`src/wfta_pkg.sv`:
```
// shared types and constants for the windowed frame time average block
package wfta_pkg;

    // field widths of the stream items
    localparam int SAMPLE_W    = 16;
    localparam int TENTHS_W    = 20;
    localparam int WHOLE_W     = 16;
    localparam int DIGIT_W     = 4;
    localparam int FILL_W      = 5;
    localparam int OUT_TDATA_W = 48;

    // clamp ceiling after reset
    localparam logic [SAMPLE_W-1:0] MAX_SAMPLE_RST = 16'd100;

    // divide by ten through a reciprocal, exact for values below 2**22
    localparam int                  RECIP_SHIFT = 23;
    localparam logic [TENTHS_W-1:0] RECIP_10    = 20'd838861;
    localparam logic [DIGIT_W-1:0]  DIGIT_LIMIT = 4'd10;

    // one classified item between front and back
    typedef struct packed {
        logic [SAMPLE_W-1:0] sample;
        logic                restart;
    } t_item;

    // queue status seen by both sides
    typedef struct packed {
        logic full;
        logic empty;
    } t_queue_stat;

endpackage

```
`src/wfta_front.sv`:
```
// front end: ceiling register, input beat acceptance and clamping
module wfta_front
    import wfta_pkg::*;
(
    input  logic                i_clk,
    input  logic                i_rst_n,
    input  logic                i_cfg_valid,
    output logic                o_cfg_ready,
    input  logic [SAMPLE_W-1:0] i_cfg_data,
    input  logic                i_s_tvalid,
    output logic                o_s_tready,
    input  logic [SAMPLE_W-1:0] i_s_tdata,
    input  logic                i_s_tuser,
    output logic                o_push,
    output t_item               o_item,
    input  t_queue_stat         i_stat
);

    logic [SAMPLE_W-1:0] r_max_sample;

    // ceiling register, always ready
    assign o_cfg_ready = 1'b1;

    always_ff @(posedge i_clk) begin
        if (!i_rst_n) begin
            r_max_sample <= MAX_SAMPLE_RST;
        end else if (i_cfg_valid) begin
            r_max_sample <= i_cfg_data;
        end
    end

    // accept while the queue has room
    assign o_s_tready = !i_stat.full;
    assign o_push     = i_s_tvalid && !i_stat.full;

    // clamp the frame time to the ceiling
    always_comb begin
        o_item.restart = i_s_tuser;
        o_item.sample  = (i_s_tdata > r_max_sample) ? r_max_sample : i_s_tdata;
    end

endmodule

```
`src/wfta_queue.sv`:
```
// two entry queue between front and back
module wfta_queue
    import wfta_pkg::*;
(
    input  logic        i_clk,
    input  logic        i_rst_n,
    input  logic        i_push,
    input  t_item       i_item,
    input  logic        i_pop,
    output t_item       o_item,
    output t_queue_stat o_stat
);

    t_item       r_mem [2];
    logic        r_wp;
    logic        r_rp;
    logic [1:0]  r_cnt;

    // entry storage
    always_ff @(posedge i_clk) begin
        if (i_push) begin
            r_mem[r_wp] <= i_item;
        end
    end

    // pointers and occupancy
    always_ff @(posedge i_clk) begin
        if (!i_rst_n) begin
            r_wp  <= 1'b0;
            r_rp  <= 1'b0;
            r_cnt <= 2'd0;
        end else begin
            if (i_push) begin
                r_wp <= ~r_wp;
            end
            if (i_pop) begin
                r_rp <= ~r_rp;
            end
            case ({i_push, i_pop})
                2'b10:   r_cnt <= r_cnt + 2'd1;
                2'b01:   r_cnt <= r_cnt - 2'd1;
                default: r_cnt <= r_cnt;
            endcase
        end
    end

    assign o_item       = r_mem[r_rp];
    assign o_stat.full  = (r_cnt == 2'd2);
    assign o_stat.empty = (r_cnt == 2'd0);

    // occupancy never passes the depth
    a_cnt_range: assert property (@(posedge i_clk) disable iff (!i_rst_n)
        r_cnt <= 2'd2)
        else $error("queue occupancy out of range");

    // push only with room, pop only with data
    a_push_room: assert property (@(posedge i_clk) disable iff (!i_rst_n)
        (i_push |-> !o_stat.full) and (i_pop |-> !o_stat.empty))
        else $error("queue overflow or underflow");

endmodule

```
`src/wfta_back.sv`:
```
// back end: window ring, running sum, serial divider and digit split
module wfta_back
    import wfta_pkg::*;
#(
    parameter int WINDOW = 16
) (
    input  logic                   i_clk,
    input  logic                   i_rst_n,
    input  t_item                  i_item,
    input  t_queue_stat            i_stat,
    output logic                   o_pop,
    output logic                   o_m_tvalid,
    input  logic                   i_m_tready,
    output logic [OUT_TDATA_W-1:0] o_m_tdata
);

    localparam int IDX_W  = (WINDOW > 1) ? $clog2(WINDOW) : 1;
    localparam int CNT_W  = $clog2(WINDOW + 1);
    localparam int SUM_W  = SAMPLE_W + $clog2(WINDOW);
    localparam int DIV_W  = SUM_W + 4;
    localparam int STEP_W = $clog2(DIV_W);

    localparam logic [2:0] S_IDLE  = 3'd0;
    localparam logic [2:0] S_READ  = 3'd1;
    localparam logic [2:0] S_UPD   = 3'd2;
    localparam logic [2:0] S_DIV   = 3'd3;
    localparam logic [2:0] S_QUOT  = 3'd4;
    localparam logic [2:0] S_DIGIT = 3'd5;
    localparam logic [2:0] S_OUT   = 3'd6;

    logic [2:0]          r_state;
    logic [2:0]          n_state;
    logic [IDX_W-1:0]    r_idx;
    logic [CNT_W-1:0]    r_cnt;
    logic [SUM_W-1:0]    r_sum;
    logic [SAMPLE_W-1:0] r_sample;
    logic [SAMPLE_W-1:0] r_ring [WINDOW];
    logic [SAMPLE_W-1:0] r_rd;
    logic [CNT_W-1:0]    r_rem;
    logic [DIV_W-1:0]    r_quo;
    logic [STEP_W-1:0]   r_step;
    logic [TENTHS_W-1:0] r_tenths;
    logic [WHOLE_W-1:0]  r_whole;
    logic [DIGIT_W-1:0]  r_digit;
    logic                r_m_tvalid;

    logic                  w_full;
    logic [SAMPLE_W-1:0]   w_old;
    logic [SUM_W-1:0]      w_sum;
    logic [DIV_W-1:0]      w_dividend;
    logic [CNT_W:0]        w_trial;
    logic [CNT_W:0]        w_diff;
    logic                  w_ge;
    logic [2*TENTHS_W-1:0] w_prod;
    logic [TENTHS_W-1:0]   w_whole_x10;
    logic [TENTHS_W-1:0]   w_rest;

    // window ring, one write in the update state and one registered read per cycle
    always_ff @(posedge i_clk) begin
        if (r_state == S_UPD) begin
            r_ring[r_idx] <= r_sample;
        end
        r_rd <= r_ring[r_idx];
    end

    // slots past the fill count were never written since the last clear
    assign w_full = (r_cnt == CNT_W'(WINDOW));
    assign w_old  = w_full ? r_rd : '0;
    assign w_sum  = r_sum - SUM_W'(w_old) + SUM_W'(r_sample);
    assign w_dividend = DIV_W'({w_sum, 3'b000}) + DIV_W'({w_sum, 1'b0});

    // restoring divide step, one quotient bit per cycle
    assign w_trial = {r_rem, r_quo[DIV_W-1]};
    assign w_diff  = w_trial - {1'b0, r_cnt};
    assign w_ge    = (w_trial >= {1'b0, r_cnt});

    // whole ms by reciprocal, tenth digit by remainder
    assign w_prod      = r_quo[TENTHS_W-1:0] * RECIP_10;
    assign w_whole_x10 = TENTHS_W'({r_whole, 3'b000}) + TENTHS_W'({r_whole, 1'b0});
    assign w_rest      = r_tenths - w_whole_x10;

    assign o_pop = (r_state == S_IDLE) && !i_stat.empty;

    // sequencer next state
    always_comb begin
        n_state = r_state;
        case (r_state)
            S_IDLE:  if (!i_stat.empty) n_state = S_READ;
            S_READ:  n_state = S_UPD;
            S_UPD:   n_state = S_DIV;
            S_DIV:   if (r_step == '0) n_state = S_QUOT;
            S_QUOT:  n_state = S_DIGIT;
            S_DIGIT: n_state = S_OUT;
            S_OUT:   if (i_m_tready) n_state = S_IDLE;
            default: n_state = S_IDLE;
        endcase
    end

    // control state
    always_ff @(posedge i_clk) begin
        if (!i_rst_n) begin
            r_state    <= S_IDLE;
            r_idx      <= '0;
            r_cnt      <= '0;
            r_sum      <= '0;
            r_m_tvalid <= 1'b0;
        end else begin
            r_state <= n_state;
            if (o_pop && i_item.restart) begin
                r_idx <= '0;
                r_cnt <= '0;
                r_sum <= '0;
            end
            if (r_state == S_UPD) begin
                r_sum <= w_sum;
                r_idx <= (r_idx == IDX_W'(WINDOW - 1)) ? '0 : r_idx + 1'b1;
                if (!w_full) begin
                    r_cnt <= r_cnt + 1'b1;
                end
            end
            if (r_state == S_DIGIT) begin
                r_m_tvalid <= 1'b1;
            end else if (r_state == S_OUT && i_m_tready) begin
                r_m_tvalid <= 1'b0;
            end
        end
    end

    // datapath registers
    always_ff @(posedge i_clk) begin
        case (r_state)
            S_IDLE: begin
                r_sample <= i_item.sample;
            end
            S_UPD: begin
                r_quo  <= w_dividend;
                r_rem  <= '0;
                r_step <= STEP_W'(DIV_W - 1);
            end
            S_DIV: begin
                r_rem  <= w_ge ? w_diff[CNT_W-1:0] : w_trial[CNT_W-1:0];
                r_quo  <= {r_quo[DIV_W-2:0], w_ge};
                r_step <= r_step - 1'b1;
            end
            S_QUOT: begin
                r_tenths <= r_quo[TENTHS_W-1:0];
                r_whole  <= w_prod[RECIP_SHIFT +: WHOLE_W];
            end
            S_DIGIT: begin
                r_digit <= w_rest[DIGIT_W-1:0];
            end
            default: begin
                r_sample <= r_sample;
            end
        endcase
    end

    // result beat
    assign o_m_tvalid = r_m_tvalid;
    assign o_m_tdata  = {3'b000, FILL_W'(r_cnt), r_digit, r_whole, r_tenths};

    // fill count never passes the window size
    a_cnt_range: assert property (@(posedge i_clk) disable iff (!i_rst_n)
        r_cnt <= CNT_W'(WINDOW))
        else $error("fill count above window size");

    // divider runs with a nonzero divisor and a reduced remainder
    a_div_rem: assert property (@(posedge i_clk) disable iff (!i_rst_n)
        (r_state == S_DIV) |-> (r_cnt != '0) && (r_rem < r_cnt))
        else $error("divider remainder not below fill count");

    // a shown result has a decimal tenth digit
    a_digit: assert property (@(posedge i_clk) disable iff (!i_rst_n)
        o_m_tvalid |-> (r_digit < DIGIT_LIMIT) && (r_state == S_OUT))
        else $error("bad tenth digit or stray result valid");

endmodule

```
`src/windowed_frame_time_average.sv`:
```
// top level of the windowed frame time average block
// a result becomes valid after its input beat passes the queue and the read, update,
//   divide, quotient and digit states of the back end; the divider gives one quotient bit per cycle
// the back end takes no new item until its last result has been taken
// the two entry queue keeps taking input beats while a result waits, until it is full
// reset: synchronous active low; clears sum, index, fill count and queue, and loads
//   the clamp ceiling with 100
module windowed_frame_time_average
    import wfta_pkg::*;
#(
    parameter int WINDOW = 16
) (
    input  logic                   i_clk,
    input  logic                   i_rst_n,
    input  logic                   i_cfg_valid,
    output logic                   o_cfg_ready,
    input  logic [SAMPLE_W-1:0]    i_cfg_data,
    input  logic                   i_s_tvalid,
    output logic                   o_s_tready,
    input  logic [SAMPLE_W-1:0]    i_s_tdata,   // delta_ms
    input  logic                   i_s_tuser,   // restart
    output logic                   o_m_tvalid,
    input  logic                   i_m_tready,
    output logic [OUT_TDATA_W-1:0] o_m_tdata    // avg_tenths, whole_ms, tenth_digit, fill_count
);

    logic        w_push;
    logic        w_pop;
    t_item       w_front_item;
    t_item       w_queue_item;
    t_queue_stat w_stat;

    // accept and clamp
    wfta_front u_front (
        .i_clk       (i_clk),
        .i_rst_n     (i_rst_n),
        .i_cfg_valid (i_cfg_valid),
        .o_cfg_ready (o_cfg_ready),
        .i_cfg_data  (i_cfg_data),
        .i_s_tvalid  (i_s_tvalid),
        .o_s_tready  (o_s_tready),
        .i_s_tdata   (i_s_tdata),
        .i_s_tuser   (i_s_tuser),
        .o_push      (w_push),
        .o_item      (w_front_item),
        .i_stat      (w_stat)
    );

    // decoupling queue
    wfta_queue u_queue (
        .i_clk   (i_clk),
        .i_rst_n (i_rst_n),
        .i_push  (w_push),
        .i_item  (w_front_item),
        .i_pop   (w_pop),
        .o_item  (w_queue_item),
        .o_stat  (w_stat)
    );

    // window update and average
    wfta_back #(
        .WINDOW (WINDOW)
    ) u_back (
        .i_clk      (i_clk),
        .i_rst_n    (i_rst_n),
        .i_item     (w_queue_item),
        .i_stat     (w_stat),
        .o_pop      (w_pop),
        .o_m_tvalid (o_m_tvalid),
        .i_m_tready (i_m_tready),
        .o_m_tdata  (o_m_tdata)
    );

endmodule
```
`config.mk`:
```
export PLATFORM = sky130hd
export DESIGN_NAME = windowed_frame_time_average
export DESIGN_NICKNAME = d
export VERILOG_FILES = /design/src/wfta_pkg.sv /design/src/wfta_front.sv /design/src/wfta_queue.sv /design/src/wfta_back.sv /design/src/windowed_frame_time_average.sv
export SDC_FILE = /design/constraint.sdc
export NUM_CORES = 1
export LEC_CHECK = 0
export BUFFER_PORTS_ARGS = -buffer_cell sky130_fd_sc_hd__clkbuf_2
export CAP_MARGIN = 20
export CORE_MARGIN = 2
export CORE_UTILIZATION = 45
export CTS_BUF_LIST = sky130_fd_sc_hd__clkbuf_16
export DETAILED_ROUTE_END_ITERATION = 10
export PLACE_DENSITY = 0.65
export SYNTH_ARGS = -nofsm -noshare
export SYNTH_HDL_FRONTEND = slang
export SYNTH_HIERARCHICAL = 1
export SYNTH_SLANG_ARGS = --single-unit
```
`constraint.sdc`:
```
create_clock -name i_clk -period 6.1 [get_ports i_clk]
set_input_delay 0.915 -clock i_clk [delete_from_list [all_inputs] [get_ports i_clk]]
set_output_delay 0.915 -clock i_clk [all_outputs]
set_load 0.05 [all_outputs]
```
==> metrics.md, run 1 <==
| Metric | Value |
|---|---|
| Status | finished clean |
| Arrival time at the worst endpoint | 6.44 ns |
| Relative slew margins | 28.34% |
| GR peak layer | met2 |
| First-iteration detailed-routing DRC count | 896 |
| Hold Crit Class | reg2reg |
| Crit share post-route | 99.80% |
| CTS H-tree depth | 2 |
| Top FF cell, synth | edfxtp_1 |
| # IOs | 89 |
| Final nets | 2708 |
| RSZ-0062 raised after global routing | yes |
| Via count | 16130 |
| Grt met2 use | 34.71% |
| CTS buffer count | 48 |
| Slew of the pin with the lowest slew margin | 1.073 ns |
| Area occupied by multi-input gates | 13070 um2 |
| Fin Clk Skew | 0.03409 ns |
| CP max stage delay | 0.58 ns |
| Pre-Repair DR Iteration Count | 5 |
| CP endpoint kind | flop |
| Max Clock Freq | 0.1643 GHz |
| WS Path Type | reg2reg |
| First-pass GRT wire length | 94160 um |
| Met3 usage | 3.178% |
| DP HPWL | 42780 um |
| Core footprint | 59020 um2 |
| Inserted Diodes | 0 |
| Die H | 248.3 um |
| Reg clk slew, reported paths | 0.06 ns |
| Post-Syn Area | 26850 um2 |
| Final Setup Violations | 0 |
| CTS tree | built |
| Sequential fraction of the synthesis area | 47.73% |
| Total Routed Length | 60580 um |
| Post-synth top area share | 42.51% |
| Post-route ant nets | 0 |
| CP max FO | 4 |
| Initial antenna violation count | 0 |
| Initial Util | 45.49% |
| CP Launch Type | flop |
| Hold Vio Cnt, Final | 0 |
| Die area | 61630 um2 |
| Most frequent cells after synthesis | edfxtp_1, inv_1, ha_1, fa_1, nor2_1 |
| Sequential cell area | 12820 um2 |
| Routed WL per cell | 19.75 um |
| Cts hold-fix bufs | 0 |
| Fin cells | 3068 |
| Fraction of registers with async set/reset | 0% |
| Critical path data required time | 6.45 ns |
| Placed Instances | 2935 |
| Synth-to-layout area growth | 16.22% |
| # rows | 89 |
| Layout cells sized above 1 | 21.74% |
| Remaining Overflow, GRT | 0 |
| Synth Area per Inst | 13.32 um2 |
| Fillcell total | 4899 |
| EDFF count, synth | 380 |
| Final slew viol count | 0 |
| Die W | 248.3 um |
| Clock buffer depth | 3 |
| Most frequent cell after synthesis | edfxtp_1 |
| Vias per Instance | 5.256 |
| Max-cap violations | 0 |
| Post-Synthesis Cells | 2016 |
| RD Place Congestion | 0.9264 |
| Total GRT Usage | 20.09% |
| Met1 usage | 25.59% |
| Synth Register Bits | 450 |
| Vias in the first global route | 16940 |
| Slowest cell on crit path | fa_1 |
| Largest area contributor in the netlist | edfxtp_1 |
| Synthesis Warnings | 6 |
| Cell mode on critical path | fa_1 |
| Worst skew pair latency | 0.61 ns |
| CP Cell Sequence | ha_4 > fa_1 > ha_1 > fa_1 > fa_1 > fa_1 > inv_1 > fa_1 > inv_1 > ha_1 > nand4_1 > nor4_2 > o41ai_2 > a31oi_1 > buf_4 > o2111ai_2 > o21ai_1 > buf_4 > buf_6 > o21a_1 > nor2_2 > xnor2_1 |
| Pin count of the biggest net entering global routing | 69 |
| Cell types occupying the most area after synthesis | edfxtp_1, ha_1, fa_1 |
| Port Buffer Count | 84 |
| Distinct cells, synth | 70 |
| Minimum clock period | 6.088 ns |
| CTS Sinks | 450 |
| Drc violations | 0 |
| Root Buffer | clkbuf_16 |
| WHS | 0.4679 ns |
[flip-flops by register name, summed over array words and instances (netlist names), 16 cells and up, named ones only]
name and count:
u_back/r_quo 24, u_back/r_rd 16, u_back/r_ring 256, u_back/r_sample 16
u_back/r_sum 20, u_back/r_tenths 20, u_back/r_whole 16, u_front/r_max_sample 16
u_queue/r_mem 34
[placed cells by master (no fill, tap or decap), types with 33 or more instances in the layout]
cell / instances
ha_1: 243
clkbuf_16: 48
a21oi_1: 62
o21ai_0: 33
and2_1: 40
nand3_1: 33
mux4_2: 80
inv_1: 302
nor2b_1: 37
fa_1: 147
clkbuf_2: 84
edfxtp_1: 380
nor2_1: 87
nand2_1: 82
xnor2_1: 42
buf_4: 151
dfxtp_1: 68
[path summary, 6_finish.rpt]
| kind | start | endpoint | slack, ns | cells after the start |
|---|---|---|---|---|
| max | u_back/r_quo[14] | u_back/r_whole[12] | 0.01 | 22 |
| max reg2reg | u_back/r_quo[14] | u_back/r_whole[12] | 0.01 | 22 |
| min | u_back/r_sum[12] | u_back/r_sum[12] | 0.47 | 2 |
| min reg2reg | u_back/r_sum[12] | u_back/r_sum[12] | 0.47 | 2 |
[area by class of cell]
class	count	share of cell area, %
Multi-Input combinational cell	1217	41.90
Sequential cell	450	41.08
Timing Repair Buffer	243	5.270
Clock buffer	48	3.850
Inverter	295	3.549
Tap cell	773	3.100
Clock inverter	42	1.255
[through the flow]
step / utilization, % / setup slack, ns / area [um2] / setup TNS [ns]
2_1_floorplan: - / 0.1888 / 26850 / 0
3_3_place_gp: 48.98 / -0.1332 / 28910 / -0.3598
3_5_place_dp: 48.98 / -0.2284 / 28910 / -0.8811
4_1_cts: 52.36 / -0.02313 / 30900 / -0.02313
5_1_grt: 52.86 / -0.2753 / 31200 / -2.013
6_report: 52.86 / 0.01227 / 31200 / 0
[critical path: cells and delay by family (launching register included)]
kind	cells	cell delay, ns
AO/OA/AOI/OAI	5	0.74
XOR/XNOR	1	0.12
flip-flops	1	0.51
AND/OR/NAND/NOR	3	0.50
adder cells (fa/ha/maj)	8	3.43
buffers and inverters	5	0.53
[timing repair]
item                       CTS  global route
setup endpoints to repair    9            18
gates resized for setup     23            37
buffers inserted            31            12
pin swaps                   21            39
[layer usage]
metal	vias to the layer above	wire, um
met5	-	0
met4	0	2079
met3	97	2842
met2	372	29990
met1	8043	25670
li1	7613	-
[cells by family (layout without fill, tap and decap cells)]
kind of cell	after synthesis	count (layout)	share of synthesized area [%]
compound gates	225	225	5.528
xor+xnor	76	76	2.507
fa+ha+maj	415	415	23.45
buf+inv	351	628	5.062
flops	450	450	47.73
mux	129	129	8.832
other cells	2	4	0.02797
simple gates	368	368	6.865
Power of run 1 is left out: the tool's default activity adds up to more than one toggle a clock period on the data nets, which glitch-free logic cannot reach.
==> run 2: changes to the inputs <==
--- a/config.mk
+++ b/config.mk
@@ -8,10 +8,10 @@
 export BUFFER_PORTS_ARGS = -buffer_cell sky130_fd_sc_hd__clkbuf_2
 export CAP_MARGIN = 20
 export CORE_MARGIN = 2
-export CORE_UTILIZATION = 45
-export CTS_BUF_LIST = sky130_fd_sc_hd__clkbuf_16
+export CORE_UTILIZATION = 59
+export CTS_BUF_LIST = sky130_fd_sc_hd__clkbuf_2 sky130_fd_sc_hd__clkbuf_4 sky130_fd_sc_hd__clkbuf_8
 export DETAILED_ROUTE_END_ITERATION = 10
-export PLACE_DENSITY = 0.65
+export PLACE_DENSITY = 0.81
 export SYNTH_ARGS = -nofsm -noshare
 export SYNTH_HDL_FRONTEND = slang
 export SYNTH_HIERARCHICAL = 1
==> metrics.md, run 2 (synthesis results as in run 1) <==
| Metric | Value |
|---|---|
| Die W | 217.3 um (-12%) |
| Drc violations | 0 (unchanged) |
| Hold Vio Cnt, Final | 0 (unchanged) |
| TNS Setup | 0 ns (unchanged) |
| Pin count of the biggest net entering global routing | 55 (-20%) |
| Die area | 47220 um2 (-23%) |
| CTS buffer count | 74 (+54%) |
| Vias per Instance | 5.747 (+9.3%) |
| DP HPWL | 43580 um (+1.9%) |
| Most frequent cells in the layout | edfxtp_1, inv_1, ha_1, fa_1, buf_4 |
| Vias in the first global route | 17280 (+2.0%) |
| Top Family by Delay on Critical Path | adder cells |
| Max Clock Freq | 0.1660 GHz (+1.1%) |
| Critical path data required time | 6.51 ns (+0.06 ns) |
| First-pass GRT wire length | 94040 um (-0.13%) |
| Worst skew pair latency | 0.68 ns (+0.07 ns) |
| Die H | 217.3 um (-12%) |
| Slew of the pin with the lowest slew margin | 1.112 ns (+0.03948 ns) |
| Pre-Repair DR Iteration Count | 6 (+1) |
| CP Cell Sequence | ha_4 > fa_1 > ha_1 > inv_2 > fa_1 > inv_1 > fa_1 > fa_1 > inv_1 > fa_1 > inv_2 > ha_4 > nand4_1 > buf_4 > inv_2 > a22oi_2 > a31oi_1 > buf_4 > o2111ai_2 > o21ai_2 > o41ai_4 > mux2i_1 > nand4_1 |
| Remaining Overflow, GRT | 0 (unchanged) |
| Routed WL per cell | 20.99 um (+6.3%) |
| Via count | 16770 (+4.0%) |
| Initial Util | 59.41% (+14 points) |
| Max-cap violations | 0 (unchanged) |
| CTS Sinks | 450 (unchanged) |
| Total Routed Length | 61260 um (+1.1%) |
| Synth-to-layout area growth | 15.50% |
| RSZ-0062 raised after global routing | yes |
| Fillcell total | 2956 (-40%) |
| Sequential cell area | 12820 um2 (unchanged) |
| Biggest regs | u_back/r_ring x256, u_queue/r_mem x34, u_back/r_quo x24 |
| First-iteration detailed-routing DRC count | 1490 (+66%) |
| Reg clk slew, reported paths | 0.06 ns (about the same) |
| WS Path Type | reg2reg |
| Crit share post-route | 98.75% (-1.1 points) |
| Max reg flops | 256 (unchanged) |
| Fin Clk Skew | 0.03203 ns (-0.002059 ns) |
| CP endpoint kind | flop |
| Commonest non-fill, non-tap cell in the layout | edfxtp_1 |
| Total GRT Usage | 26.21% (+6.1 points) |
| Status | finished clean |
| RD Place Congestion | 0.9373 (+1.2%) |
| Arrival time at the worst endpoint | 6.44 ns (about the same) |
| Top reg by flops | u_back/r_ring |
| CP max stage delay | 0.52 ns (-0.06 ns) |
| # IOs | 89 (unchanged) |
| Hold Crit Class | in2reg |
| CP Launch Type | flop |
| Cell mode on critical path | fa_1 |
| CP max FO | 4 (unchanged) |
| Relative slew margins | 25.59% (-2.8 points) |
| Utilization after layout | 68.62% (+16 points) |
| Area occupied by multi-input gates | 13180 um2 (+0.82%) |
| # rows | 78 (-12%) |
| Inserted Diodes | 0 (unchanged) |
| Worst path bufs/invs | 7 (+2) |
| Slowest cell on crit path | edfxtp_1 |
| Final slew viol count | 0 (unchanged) |
| Minimum clock period | 6.024 ns (-0.06416 ns) |
| Layout cells sized above 1 | 23.51% (+1.8 points) |
| Post-route ant nets | 0 (unchanged) |
| Initial antenna violation count | 0 (unchanged) |
| CTS tree | built |
| Root Buffer | clkbuf_8 |
| Port Buffer Count | 84 (unchanged) |
| Clock buffer depth | 3 (unchanged) |
| Core footprint | 45190 um2 (-23%) |
| CTS H-tree depth | 3 (+1) |
| Final nets | 2712 (+0.15%) |
| Final Setup Violations | 0 (unchanged) |
[run 2: changes by cell type in the layout (fill, tap and decap cells not counted), sizes merged]
cell      previous run  this run
buf                159       137
clkbuf             132       183
clkinv              19        23
inv                310       301
bufinv               5         6
clkinvlp             3         1
[run 2: worst register-to-register path, cell delays in order (launching register included)]
cell and delay, ns:
edfxtp_1 0.52, ha_4 0.33, fa_1 0.42, ha_1 0.31, inv_2 0.05, fa_1 0.49, inv_1 0.05, fa_1 0.47
fa_1 0.51, inv_1 0.05, fa_1 0.49, inv_2 0.05, ha_4 0.21, nand4_1 0.14, buf_4 0.14, inv_2 0.03
a22oi_2 0.21, a31oi_1 0.10, buf_4 0.17, o2111ai_2 0.19, o21ai_2 0.11, o41ai_4 0.38, mux2i_1 0.23, nand4_1 0.12
[run 2: what timing repair did]
item / in CTS / in global routing
setup endpoints to repair: 3 / 14
buffers inserted: 4 / 21
cloned: 0 / 0
resized for setup: 8 / 61
hold buffers: 0 / 0
pin swaps: 3 / 77
[run 2: final timing paths]
path / end / slack [ns] / cells past startpoint / startpoint
max: u_back/r_whole[15] / 0.08 / 23 / u_back/r_quo[16]
min: u_queue/r_mem[0][0] / 0.46 / 1 / i_s_tuser
max reg2reg: u_back/r_whole[15] / 0.08 / 23 / u_back/r_quo[16]
min reg2reg: u_back/r_sum[12] / 0.48 / 2 / u_back/r_sum[12]
[run 2: final cells by class]
class,count,share of cell area [%]
timing repair buffer,221,4.968
tap,600,2.421
multi-input combinational,1217,42.50
sequential,450,41.34
inverter,295,3.571
clock inverter,36,1.227
clock buffer,99,3.971
[run 2: metrics by stage]
| step | setup slack, ns | hold WS [ns] | cell area, um2 | cells |
|---|---|---|---|---|
| finish | 0.07643 | 0.4625 | 31010 | 2918 |
| global placement | -0.02505 | 0.4564 | 28640 | 2753 |
| detailed placement | -0.09723 | 0.4670 | 28730 | 2756 |
| CTS | 0.0004001 | 0.4164 | 30410 | 2895 |
| floorplan | 0.1888 | 0.4466 | 26850 | 2018 |
| global route | -0.1527 | 0.4432 | 31010 | 2918 |
[run 2: per-layer routing]
metal,vias to the layer above,track usage [%],wire length (um)
met5,-,0,0
met4,0,9.726,2167
met3,146,4.962,3911
met1,8321,33.85,24680
li1,7631,-,-
met2,672,44.31,30500
Power of run 2 is left out for the same reason.
==> run 3: changes to the inputs <==
--- a/config.mk
+++ b/config.mk
@@ -5,12 +5,11 @@
 export SDC_FILE = /design/constraint.sdc
 export NUM_CORES = 1
 export LEC_CHECK = 0
-export BUFFER_PORTS_ARGS = -buffer_cell sky130_fd_sc_hd__clkbuf_2
 export CAP_MARGIN = 20
-export CORE_MARGIN = 2
-export CORE_UTILIZATION = 59
+export CORE_UTILIZATION = 60
 export CTS_BUF_LIST = sky130_fd_sc_hd__clkbuf_2 sky130_fd_sc_hd__clkbuf_4 sky130_fd_sc_hd__clkbuf_8
 export DETAILED_ROUTE_END_ITERATION = 10
+export DONT_BUFFER_PORTS = 1
 export PLACE_DENSITY = 0.81
 export SYNTH_ARGS = -nofsm -noshare
 export SYNTH_HDL_FRONTEND = slang
==> metrics.md, run 3 (synthesis results as in run 1) <==
| Metric | Value |
|---|---|
| WHS | 0.3601 ns (-0.1023 ns) |
| First-pass GRT wire length | 94400 um (+0.38%) |
| Total GRT Usage | 27.55% (+1.3 points) |
| Final instance area | 30790 um2 (-0.71%) |
| Inserted Diodes | 0 (unchanged) |
| Fillcell total | 2786 (-5.8%) |
| CP max stage delay | 0.56 ns (+0.04 ns) |
| Failing checks | setup timing |
| Vias per Instance | 5.922 (+3.0%) |
| CP Launch Type | flop |
| Crit share post-route | 101.4% (+2.6 points) |
| Commonest non-fill, non-tap cell in the layout | edfxtp_1 |
| Initial antenna violation count | 0 (unchanged) |
| Vias in the first global route | 17520 (+1.3%) |
| DP HPWL | 43240 um (-0.76%) |
| CP Cell Sequence | buf_4 > ha_1 > xor2_2 > ha_1 > fa_1 > fa_1 > fa_1 > fa_1 > ha_1 > ha_4 > nand4_1 > buf_4 > nor4_4 > o41ai_4 > a31oi_4 > o2111ai_2 > o21ai_1 > buf_4 > buf_4 > o21a_1 > nor2_2 > xnor2_1 |
| CP endpoint kind | flop |
| Drc violations | 0 (unchanged) |
| Synth-to-layout area growth | 14.68% |
| Final Setup Violations | 6 (+6) |
| RD Place Congestion | 0.9895 (+5.6%) |
| Die area | 45590 um2 (-3.5%) |
| Most frequent cells in the layout | edfxtp_1, inv_1, ha_1, buf_4, fa_1 |
| CTS tree | built |
| CTS Sinks | 450 (unchanged) |
| Hold Vio Cnt, Final | 0 (unchanged) |
| First-iteration detailed-routing DRC count | 1417 (-4.9%) |
| # rows | 77 (-1.3%) |
| Max reg flops | 256 (unchanged) |
| Crit path setup slack, layout | -0.08515 ns (-0.1616 ns) |
| Slew of the pin with the lowest slew margin | 1.137 ns (+0.02533 ns) |
| Pin count of the biggest net entering global routing | 55 (unchanged) |
| Initial Util | 60.71% (+1.3 points) |
| CTS H-tree depth | 3 (unchanged) |
| Layout cells sized above 1 | 22.04% (-1.5 points) |
| Pre-Repair DR Iteration Count | 7 (+1) |
| CP max FO | 8 (+4) |
| RSZ-0062 raised after global routing | yes |
| Fin Clk Skew | 0.04844 ns (+0.01641 ns) |
| # IOs | 89 (unchanged) |
| Final slew viol count | 0 (unchanged) |
| Worst skew pair latency | 0.67 ns (about the same) |
| Root Buffer | clkbuf_8 |
| WS Path Type | reg2reg |
| Hold Crit Class | in2reg |
| Die H | 213.5 um (-1.7%) |
| Minimum clock period | 6.185 ns (+0.1616 ns) |
| Remaining Overflow, GRT | 0 (unchanged) |
| Worst path bufs/invs | 4 (-3) |
| Total Routed Length | 62830 um (+2.6%) |
| Reg clk slew, reported paths | 0.06 ns (about the same) |
| Routed WL per cell | 22.03 um (+4.9%) |
| Die W | 213.5 um (-1.7%) |
| Placed cell area | 28290 um2 (-1.5%) |
| Relative slew margins | 23.89% (-1.7 points) |
| Status | complete, but fails checks |
| Clock buffer depth | 3 (unchanged) |
| Port Buffer Count | 0 (-100%) |
| Critical path data required time | 6.52 ns (about the same) |
| Biggest regs | u_back/r_ring x256, u_queue/r_mem x34, u_back/r_quo x24 |
| Top Family by Delay on Critical Path | adder cells |
| Setup WS pre-CTS | -0.1901 ns (-0.09287 ns) |
| Max-cap violations | 0 (unchanged) |
| CTS buffer count | 73 (-1.4%) |
| Post-route ant nets | 0 (unchanged) |
| Top reg by flops | u_back/r_ring |
| Via count | 16890 (+0.72%) |
| Core footprint | 44220 um2 (-2.1%) |
| Final nets | 2656 (-2.1%) |
| Max Clock Freq | 0.1617 GHz (-2.6%) |
| Slowest cell on crit path | fa_1 |
| Arrival time at the worst endpoint | 6.60 ns (+0.16 ns) |
[run 3: cell count changes in the layout (fill, tap and decap cells not counted), sizes merged]
cell | previous run | this run
clkbuf | 183 | 100
buf | 137 | 166
clkinv | 23 | 19
clkinvlp | 1 | 5
bufinv | 6 | 4
inv | 301 | 299
[run 3: timing repair]
item / in CTS / in global routing
buffers inserted: 23 / 24
gates resized for setup: 18 / 63
setup endpoints to repair: 8 / 19
pin swaps: 16 / 63
hold buffers: 0 / 0
[run 3: path summary, 6_finish.rpt]
path                    startpoint  cells past startpoint  slack (ns)                       to
hold reg to reg   u_back/r_sum[12]                      2        0.48         u_back/r_sum[12]
hold / removal             i_rst_n                      1        0.36  u_front/r_max_sample[5]
setup reg to reg   u_back/r_quo[1]                     22       -0.09       u_back/r_whole[12]
setup / recovery   u_back/r_quo[1]                     22       -0.09       u_back/r_whole[12]
[run 3: stage by stage]
step	TNS, ns	cells	util (%)
floorplan	0	2018	-
global route	-2.313	2852	69.62
finish	-0.2127	2852	69.62
detailed placement	-0.7270	2671	63.97
global placement	-0.1118	2671	63.97
CTS	-0.003025	2826	68.11
[run 3: worst reg2reg max path, stage by stage, from the launching register on]
cell,delay (ns)
edfxtp_1,0.42
buf_4,0.21
ha_1,0.23
xor2_2,0.19
ha_1,0.33
fa_1,0.49
fa_1,0.56
fa_1,0.44
fa_1,0.52
ha_1,0.35
ha_4,0.29
nand4_1,0.18
buf_4,0.20
nor4_4,0.30
o41ai_4,0.16
a31oi_4,0.21
o2111ai_2,0.13
o21ai_1,0.14
buf_4,0.16
buf_4,0.11
o21a_1,0.14
nor2_2,0.05
xnor2_1,0.12
[run 3: final cells by class]
class,count,area [um2],share of cell area [%]
clock buffer,100,1239,4.024
clock inverter,32,304.0,0.9876
inverter,295,1107,3.597
multi-input combinational,1217,13250,43.02
sequential,450,12820,41.63
tap,592,740.7,2.406
timing repair buffer,166,1333,4.328
[run 3: layer usage]
metal	vias up	part of all wire, %	wire length [um]	global-route usage, %
met1	8442	38	23980	33.69
li1	7522	-	-	-
met5	-	0	0	0
met4	0	4.2	2616	12.36
met3	175	6.4	4031	4.672
met2	751	51	32210	48.00
Power of run 3 is left out for the same reason.
